### src/rtl/rcrt_pkg.sv
// Shared types, constants and CRC-32 helpers for the continuous repeat test.
// Depends on nothing; every other file imports it.
package rcrt_pkg;

   localparam int WORD_W      = 32;
   localparam int TRIES_W     = 8;
   localparam int CSR_INDEX_W = 2;
   localparam int CSR_DATA_W  = 8;

   localparam logic [WORD_W-1:0] CRC_POLY   = 32'hEDB8_8320;
   localparam logic [WORD_W-1:0] CRC_INIT   = 32'hFFFF_FFFF;
   localparam logic [WORD_W-1:0] CRC_XOROUT = 32'hFFFF_FFFF;

   localparam logic [TRIES_W-1:0] MAX_TRIES_RESET = 8'd16;

   // Configuration register indexes
   localparam logic [CSR_INDEX_W-1:0] CSR_ENABLE    = 2'd0;
   localparam logic [CSR_INDEX_W-1:0] CSR_MAX_TRIES = 2'd1;

   typedef enum logic [1:0] {
      ST_OK        = 2'd0,
      ST_NOT_READY = 2'd1,
      ST_DISCARDED = 2'd2,
      ST_DISABLED  = 2'd3
   } status_type;

   // One attempt as held in the input register, with its CRC
   typedef struct packed {
      logic              start_request;
      logic              sample_ready;
      logic [WORD_W-1:0] sample_word;
      logic [WORD_W-1:0] word_crc;
   } attempt_type;

   // Configuration write bundle
   typedef struct packed {
      logic                   we;
      logic [CSR_INDEX_W-1:0] index;
      logic [CSR_DATA_W-1:0]  data;
   } csr_write_type;

   // Bit-serial reflected CRC-32; evaluated on constants at elaboration only
   function automatic logic [WORD_W-1:0] crc_serial(input logic [WORD_W-1:0] w);
      logic [WORD_W-1:0] c;
      logic              b;
      c = CRC_INIT;
      for (int i = 0; i < WORD_W; i++) begin
         b = c[0] ^ w[i];
         c = (c >> 1) ^ (b ? CRC_POLY : '0);
      end
      return c ^ CRC_XOROUT;
   endfunction

   // Row j holds the input bits that feed CRC bit j (the CRC is affine in w)
   function automatic logic [WORD_W-1:0][WORD_W-1:0] crc_rows();
      logic [WORD_W-1:0][WORD_W-1:0] rows;
      logic [WORD_W-1:0]             col;
      logic [WORD_W-1:0]             unit;
      rows = '0;
      for (int i = 0; i < WORD_W; i++) begin
         unit = '0;
         unit[i] = 1'b1;
         col = crc_serial(unit) ^ crc_serial('0);
         for (int j = 0; j < WORD_W; j++) begin
            rows[j][i] = col[j];
         end
      end
      return rows;
   endfunction

   localparam logic [WORD_W-1:0]             CRC_ZERO = crc_serial('0);
   localparam logic [WORD_W-1:0][WORD_W-1:0] CRC_ROWS = crc_rows();

   // Parallel CRC-32 of one word: one parity tree per output bit
   function automatic logic [WORD_W-1:0] word_crc(input logic [WORD_W-1:0] w);
      logic [WORD_W-1:0] c;
      for (int j = 0; j < WORD_W; j++) begin
         c[j] = CRC_ZERO[j] ^ (^(w & CRC_ROWS[j]));
      end
      return c;
   endfunction

endpackage

### src/rtl/rcrt_if.sv


interface rcrt_rsp_if;
   import rcrt_pkg::*;
   logic              valid;
   logic              ready;
   logic [1:0]        status;
   logic [WORD_W-1:0] random_word;
   logic              request_done;

   modport source (output valid, status, random_word, request_done, input ready);
   modport sink   (input valid, status, random_word, request_done, output ready);
endinterface

### src/rtl/rcrt_check.sv
// Repeat check, attempt counting, configuration registers and result register.
// Depends on rcrt_pkg and rcrt_rsp_if.
module rcrt_check
   import rcrt_pkg::*;
(
   input  logic              clock,
   input  logic              reset,
   input  csr_write_type     csr,
   input  logic              att_valid,
   output logic              att_ready,
   input  attempt_type       att,
   rcrt_rsp_if.source        rsp_chan
);

   logic                 enable_ff, enable_in;
   logic [TRIES_W-1:0]   max_tries_ff, max_tries_in;
   logic                 seen_ff, seen_in;
   logic [WORD_W-1:0]    last_crc_ff, last_crc_in;
   logic [TRIES_W-1:0]   count_ff, count_in;

   logic                 rsp_valid_ff, rsp_valid_in;
   status_type           status_ff, status_in;
   logic [WORD_W-1:0]    word_ff, word_in;
   logic                 done_ff, done_in;

   logic                 take;
   logic [TRIES_W-1:0]   count_base;
   logic [TRIES_W:0]     count_inc;

   // Advance when the result register is free or being emptied
   assign att_ready = !rsp_valid_ff || rsp_chan.ready;
   assign take      = att_valid && att_ready;

   assign count_base = att.start_request ? '0 : count_ff;
   assign count_inc  = {1'b0, count_base} + {{TRIES_W{1'b0}}, 1'b1};

   always_comb begin
      enable_in    = enable_ff;
      max_tries_in = max_tries_ff;
      seen_in      = seen_ff;
      last_crc_in  = last_crc_ff;
      count_in     = count_ff;
      rsp_valid_in = rsp_valid_ff;
      status_in    = status_ff;
      word_in      = word_ff;
      done_in      = done_ff;

      if (att_ready) begin
         rsp_valid_in = att_valid;
      end

      // Evaluate the attempt and update the test state on a transfer
      if (take) begin
         if (!enable_ff) begin
            status_in = ST_DISABLED;
            word_in   = '0;
            done_in   = 1'b1;
            count_in  = '0;
         end else begin
            if (!att.sample_ready) begin
               status_in = ST_NOT_READY;
               word_in   = '0;
            end else begin
               word_in     = att.sample_word;
               seen_in     = 1'b1;
               last_crc_in = att.word_crc;
               if (!seen_ff || (att.word_crc == last_crc_ff)) begin
                  status_in = ST_DISCARDED;
               end else begin
                  status_in = ST_OK;
               end
            end
            done_in  = (status_in == ST_OK) || (count_inc > {1'b0, max_tries_ff});
            count_in = done_in ? '0 : count_inc[TRIES_W-1:0];
         end
      end

      // Register writes; re-arm the test when enable goes from 0 to 1
      if (csr.we) begin
         priority if (csr.index == CSR_ENABLE) begin
            enable_in = csr.data[0];
            if (csr.data[0] && !enable_ff) begin
               seen_in     = 1'b0;
               last_crc_in = '0;
            end
         end else if (csr.index == CSR_MAX_TRIES) begin
            max_tries_in = csr.data[TRIES_W-1:0];
         end else begin
            max_tries_in = max_tries_ff;
         end
      end
   end

   always_ff @(posedge clock) begin
      if (reset) begin
         enable_ff    <= 1'b0;
         max_tries_ff <= MAX_TRIES_RESET;
         seen_ff      <= 1'b0;
         last_crc_ff  <= '0;
         count_ff     <= '0;
         rsp_valid_ff <= 1'b0;
      end else begin
         enable_ff    <= enable_in;
         max_tries_ff <= max_tries_in;
         seen_ff      <= seen_in;
         last_crc_ff  <= last_crc_in;
         count_ff     <= count_in;
         rsp_valid_ff <= rsp_valid_in;
      end
   end

   always_ff @(posedge clock) begin
      status_ff <= status_in;
      word_ff   <= word_in;
      done_ff   <= done_in;
   end

   assign rsp_chan.valid        = rsp_valid_ff;
   assign rsp_chan.status       = status_ff;
   assign rsp_chan.random_word  = word_ff;
   assign rsp_chan.request_done = done_ff;

endmodule

### src/flat_wrapper.sv
// flat-port wrapper written by rule: the top's interface ports become plain ports
module rcrt_check_flat import rcrt_pkg::*;
  (clock, reset, csr, att_valid, att_ready, att, rsp_chan_valid, rsp_chan_status, rsp_chan_random_word, rsp_chan_request_done, rsp_chan_ready);
  rcrt_rsp_if rsp_chan_i ();
  input  logic clock;
  input  logic reset;
  input  csr_write_type csr;
  input  logic att_valid;
  output logic att_ready;
  input  attempt_type att;
  output wire logic [$bits(rsp_chan_i.valid)-1:0] rsp_chan_valid;
  output wire logic [$bits(rsp_chan_i.status)-1:0] rsp_chan_status;
  output wire logic [$bits(rsp_chan_i.random_word)-1:0] rsp_chan_random_word;
  output wire logic [$bits(rsp_chan_i.request_done)-1:0] rsp_chan_request_done;
  input wire logic [$bits(rsp_chan_i.ready)-1:0] rsp_chan_ready;
  assign rsp_chan_valid = rsp_chan_i.valid;
  assign rsp_chan_status = rsp_chan_i.status;
  assign rsp_chan_random_word = rsp_chan_i.random_word;
  assign rsp_chan_request_done = rsp_chan_i.request_done;
  assign rsp_chan_i.ready = rsp_chan_ready;
  rcrt_check u_core (.clock(clock), .reset(reset), .csr(csr), .att_valid(att_valid), .att_ready(att_ready), .att(att), .rsp_chan(rsp_chan_i));
endmodule
### config.mk
export PLATFORM = sky130hd
export DESIGN_NAME = rcrt_check_flat
export DESIGN_NICKNAME = d
export VERILOG_FILES = /design/src/rtl/rcrt_pkg.sv /design/src/rtl/rcrt_if.sv /design/src/rtl/rcrt_check.sv /design/src/flat_wrapper.sv
export SDC_FILE = /design/constraint.sdc
export NUM_CORES = 1
export LEC_CHECK = 0
export BUFFER_PORTS_ARGS = -buffer_cell sky130_fd_sc_hd__buf_2
export CORE_AREA = 2 2 114 105
export CTS_BUF_LIST = sky130_fd_sc_hd__clkbuf_8 sky130_fd_sc_hd__clkbuf_16
export CTS_CLUSTER_SIZE = 16
export DETAILED_ROUTE_END_ITERATION = 8
export DIE_AREA = 0 0 116 107
export SKIP_CTS_REPAIR_TIMING = 1
export SLEW_MARGIN = 20
export SYNTH_ARGS = -nofsm -noshare
export SYNTH_HDL_FRONTEND = slang
export SYNTH_SLANG_ARGS = --single-unit
### constraint.sdc
create_clock -name clock -period 7.08 [get_ports clock]
set_input_delay 1.062 -clock clock [delete_from_list [all_inputs] [get_ports clock]]
set_output_delay 1.062 -clock clock [all_outputs]
set_load 0.05 [all_outputs]
Word level (Yosys, flattened, before mapping)
Index checks and enable logic that the tools add are counted.
{"block": "op_classes", "muxes": 19, "n_bitwise": 1, "n_lt_le_gt_ge": 1, "reduce_logical": 13, "n_eq_ne": 2, "add_sub_neg": 1}
{"op": "32-bit 2-to-1 mux", "count": 6}
{"op": "32-bit == test", "count": 1}
{"op": "8-bit 2-to-1 mux", "count": 3}
{"op": "8-bit by 1-bit adder with 9-bit output, second input constant", "count": 1}
{"op": "9-bit by 8-bit > comparator with 1-bit output", "count": 1}
{"op": "2-bit 2-to-1 mux", "count": 4}
{"op": "1-bit 2-to-1 mux", "count": 6}
{"op": "2-bit logical NOT", "count": 2}
{"op": "2-bit AND reduction", "count": 2}
{"op": "1-bit logical NOT", "count": 3}
{"op": "1-bit logical OR", "count": 3}
{"op": "3-bit AND reduction", "count": 1}
{"op": "2-bit by 1-bit == test with 1-bit output, second input constant", "count": 1}
{"op": "1-bit logical AND", "count": 2}
{"op": "1-bit inverter", "count": 1}
{"block": "word_totals", "word_cells": 46, "inputBits": 81, "ff_bits": 86, "out_inout_bits": 37}

Logic depth before layout (Yosys ltp)
{"block": "depth", "word_depth": 10, "mapped_depth": 12, "ltp_nobuf": 12}

Least setup slack after synthesis
No wires, ideal clock.
{"block": "synth_timing", "path_type": "in2reg", "from": "in rsp_chan_ready", "to": "reg u_core.last_crc_ff[22]", "setup_time_ps": 70, "required_ps": 7010, "cell_stages": 7, "n_path_buf": 2, "setup_slack_ps": 3699, "t_arrival_ps": 3311, "path_cell_list": "nand2b_1 > and2_1 > and3_1 > clkbuf_1 > buf_2 > nand2_1 > a21oi_1"}
{"block": "synth_via", "elab_chain_len": 6}
{"element": "from (decl)", "line_no": "flat_wrapper.sv:15", "source": "input wire logic [$bits(rsp_chan_i.ready)-1:0] rsp_chan_ready;"}
{"element": "1-bit logical OR (*)", "line_no": "rcrt_check.sv:31", "source": "assign att_ready = !rsp_valid_ff || rsp_chan.ready;"}
{"element": "1-bit logical AND (*)", "line_no": "rcrt_check.sv:32", "source": "assign take = att_valid && att_ready;"}
{"element": "via u_core.take", "line_no": "rcrt_check.sv:26", "source": "logic take;"}
{"element": "32-bit 2-to-1 mux (*)", "line_no": "rcrt_check.sv:53", "source": "if (take) begin"}
{"element": "32-bit 2-to-1 mux", "line_no": "rcrt_check.sv:82", "source": "if (csr.data[0] && !enable_ff) begin"}
{"element": "32-bit 2-to-1 mux", "line_no": "rcrt_check.sv:80", "source": "priority if (csr.index == CSR_ENABLE) begin"}
{"element": "32-bit 2-to-1 mux (*)", "line_no": "rcrt_check.sv:79", "source": "if (csr.we) begin"}
{"element": "to (signal assigned)", "line_no": "rcrt_check.sv:106", "source": "last_crc_ff <= last_crc_in;"}
{"element": "to (decl)", "line_no": "rcrt_check.sv:18", "source": "logic [WORD_W-1:0] last_crc_ff, last_crc_in;"}
The timed path passes the listed nets; every way through them passes the cells marked *.
A chain may end at the register's enable or synchronous reset.

Worst setup path in the final report
{"block": "layout_timing", "from": "in att[65] (netlist bit)", "to": "reg u_core.done_ff, in the netlist u_core.rsp_chan.request_done, data pin"}
{"block": "layout_via", "elab_chain_len": 4}
{"element": "from (decl)", "line_no": "flat_wrapper.sv:10", "source": "input attempt_type att;"}
{"element": "8-bit 2-to-1 mux", "line_no": "rcrt_check.sv:34", "source": "assign count_base = att.start_request ? '0 : count_ff;"}
{"element": "8-bit by 1-bit adder with 9-bit output", "line_no": "rcrt_check.sv:35", "source": "assign count_inc = {1'b0, count_base} + {{TRIES_W{1'b0}}, 1'b1};"}
{"element": "9-bit by 8-bit > comparator with 1-bit output", "line_no": "rcrt_check.sv:73", "source": "done_in = (status_in == ST_OK) || (count_inc > {1'b0, max_tries_ff});"}
{"element": "1-bit logical OR", "line_no": "rcrt_check.sv:73"}
{"element": "to (signal assigned)", "line_no": "rcrt_check.sv:115", "source": "done_ff <= done_in;"}
{"element": "to (decl)", "line_no": "rcrt_check.sv:24", "source": "logic done_ff, done_in;"}
Every way passes these cells.

==> impl_metrics.csv <==
group,metric,value,unit
logic_synthesis,syn_inst,395,
final_layout,final-instance-count-excl-fill,666,
job,drv_cap,0,
drt,route.detailed.drc,0,
logic_synthesis,netlist.area_leader.share,0.2737,
logic_synthesis,ys_ff_latch,86,
setup_path,worstSetupPathType,"in -> reg",
logic_synthesis,avgSynthCellArea,9.721,sq um
hold_path,min_path_cells,2,
pwr,power_density,223.9,mW/mm^2
logic_synthesis,ys_types,38,
setup_path,cp-startpoint,"att[65]",
drt,wire_per_inst,12.83,um
place,placed_cell_area,0.004556,sq mm
logic_synthesis,synth_seq_area_share,0.5396,
floorplan,die-area,0.01241,sq mm
floorplan,io_pins,118,
drt,detail_route.first_pass.iterations,4,
timing,min_period,3350,ps
floorplan,core,0.01120,sq mm
logic_synthesis,synthesis.area,0.003840,sq mm
timing,setup_viol,0,
logic_synthesis,ys_async_sr_fraction,0,
hold_path,worstHoldStart,"u_core.last_crc_ff[27]$_SDFF_PP0_",
place,io_buffers,117,
timing,worst_hold_slack,467.0,ps
drt,drt_iter0_markers,152,
drt,wirelength,8547,um
pwr,finalPower,1.082,mW
timing,rsz0062_at_grt,"no",
place,place_congestion,0.8203,
place,dp_hpwl,6085,um
drt,drt.antenna.violating_nets,0,
drt,via_per_inst,4.611,
clock_tree,insertion_delay,350,ps
setup_path,crit_path_end,"u_core.rsp_chan.request_done$_SDFFCE_PN1P_",
final_layout,fin_util,0.4313,
floorplan,fp.dieH,107,um
logic_synthesis,synth_most_common_cell,"nand2_1",
timing,fin_crit_sh,0.4732,
logic_synthesis,ys_top_cells_by_count,"79 x nand2_1, 51 x dfxtp_1, 38 x a21oi_1",
clock_tree,cts_root_buf,"clkbuf_16",
grt,overflow,0,
floorplan,rows,37,
clock_tree,path_clk_slew,60,ps
clock_tree,clockBufferDepth,2,
final_layout,final_cell_area,0.004832,sq mm
logic_synthesis,yosys-top-cells-area,"edfxtp_1 27%, dfxtp_1 27%, xnor2_1 8.2%",
setup_path,critPathMaxFanout,9,
timing,finClkSkew,4.131,ps
setup_path,r2r_slack,4280,ps
clock_tree,cts_buffers,9,
timing,setup_slack,3730,ps
timing,drv_slew,0,
clock_tree,htreeDepth,3,
setup_path,crit_required,7150,ps
logic_synthesis,synth-edff-count,35,
grt,antenna_found_initial,1,
drt,vias,3071,
pwr,power_leakage,1.997,nW
setup_path,start_kind,"primary input",
logic_synthesis,yosys_warnings,0,
outcome,status,"finished, final reports clean",
clock_tree,cts_sinks,86,
setup_path,worstRegToRegCells,11,
grt,grt_usage,0.1415,
place,dp_cells,649,
setup_path,reg2reg_from,"u_core.count_ff[0]$_SDFFE_PP0P_",
place,place_ws,3365,ps
logic_synthesis,synth_ff_type,"dfxtp_1",
grt,grt_pass1_vias,2947,
timing,clock.fmax,298.5,MHz
pwr,ir_drop,0.0001718,V
logic_synthesis,syn-num-nets,485,
hold_path,hold_class,"reg -> reg",
setup_path,r2r_end,"u_core.rsp_chan.request_done$_SDFFCE_PN1P_",
grt,grt_pass1_wl,13680,um
timing,tns,0,ps
final_layout,area_growth,25.84,%
setup_path,end_kind,"flop",
timing,slew_headroom,0.4219,
clock_tree,tritoncts,"yes",
setup_path,arrival,3420,ps
timing,worstMarginPinSlew,867.2,ps
floorplan,initial_core_util,0.3428,
final_layout,drive_gt1_frac,0.2790,
final_layout,nets,594,
timing,hold_violations,0,
floorplan,die_w,116,um
logic_synthesis,yosys.area.top_type,"edfxtp_1",
grt,grt_max_degree,39,
-- layout by cell type (no fill, tap or decap), types with 7 or more instances in the layout --
master and n:
buf_2 117, nand2_1 79, dfxtp_1 51, a21oi_1 38, xnor2_1 36, edfxtp_1 35, and3_1 32, nor2_1 15
nand4_1 12, inv_1 12, o21ai_1 9, ha_1 9, clkbuf_16 9, nand3_1 8, mux2i_1 7
-- final cells by class --
| cell class | count | area (sq um) |
|---|---|---|
| repair buffers | 118 | 593.1 |
| inverters | 12 | 45.04 |
| diodes | 1 | 2.502 |
| flip-flops and latches | 86 | 2072 |
| clock inverters | 7 | 48.80 |
| clock buffers | 9 | 225.2 |
| fillers | 1104 | 6371 |
| well taps | 156 | 195.2 |
| multi-input cells | 277 | 1650 |
-- power breakdown --
part | internal [mW] | switching, mW
registers | 0.528 | 0.00388
clock network | 0.239 | 0.199
logic | 0.0373 | 0.0750
total | 0.804 | 0.278
-- worst max-delay path: stages --
cell and delay, ps:
buf_2 150, nand2b_4 170, inv_1 90, ha_1 190, nand3_1 150, nor3_1 220, xnor2_1 190, ha_1 300
a211oi_1 210, o221ai_1 170, o21ai_2 390, nand4b_1 140
-- state kept, by name, indices dropped and copies added, names as in the netlist --
signal and cells:
u_core.last_crc_ff 32, u_core.rsp_chan.random_word 32, u_core.count_ff 8, u_core.max_tries_ff 8, u_core.rsp_chan.status 2, u_core.enable_ff 1
u_core.rsp_chan.request_done 1, u_core.rsp_chan.valid 1, u_core.seen_ff 1
-- per-layer routing --
metal | vias up | routed length, um | GRT usage
met5 | - | 0 | 0
met3 | 10 | 867 | 0.07349
met4 | 0 | 128 | 0.04082
met1 | 1374 | 3911 | 0.1715
met2 | 107 | 3639 | 0.2193
li1 | 1580 | - | -
-- cell families (layout without fill, tap and decap cells) --
logic type / Yosys count / in the layout / share of synthesized area
other: 0 / 1 / 0
adder cells (fa/ha/maj): 9 / 9 / 0.02933
flip-flops: 86 / 86 / 0.5396
buffers and inverters: 32 / 146 / 0.03258
XOR/XNOR: 37 / 37 / 0.08439
AO/OA/AOI/OAI: 55 / 55 / 0.07755
AND/OR/NAND/NOR: 169 / 169 / 0.2183
multiplexers: 7 / 7 / 0.01825
-- worst min-delay path by stage --
stage                                                   end  slack, ps
after detailed placement  u_core.last_crc_ff[27]$_SDFF_PP0_        460
after global placement    u_core.last_crc_ff[16]$_SDFF_PP0_        450
after global routing      u_core.last_crc_ff[23]$_SDFF_PP0_        480
after floorplan             u_core.count_ff[4]$_SDFFE_PP0P_        440
final                     u_core.last_crc_ff[27]$_SDFF_PP0_        470
after CTS                 u_core.last_crc_ff[27]$_SDFF_PP0_        470
No activity file was read; power rests on OpenSTA's default activity.
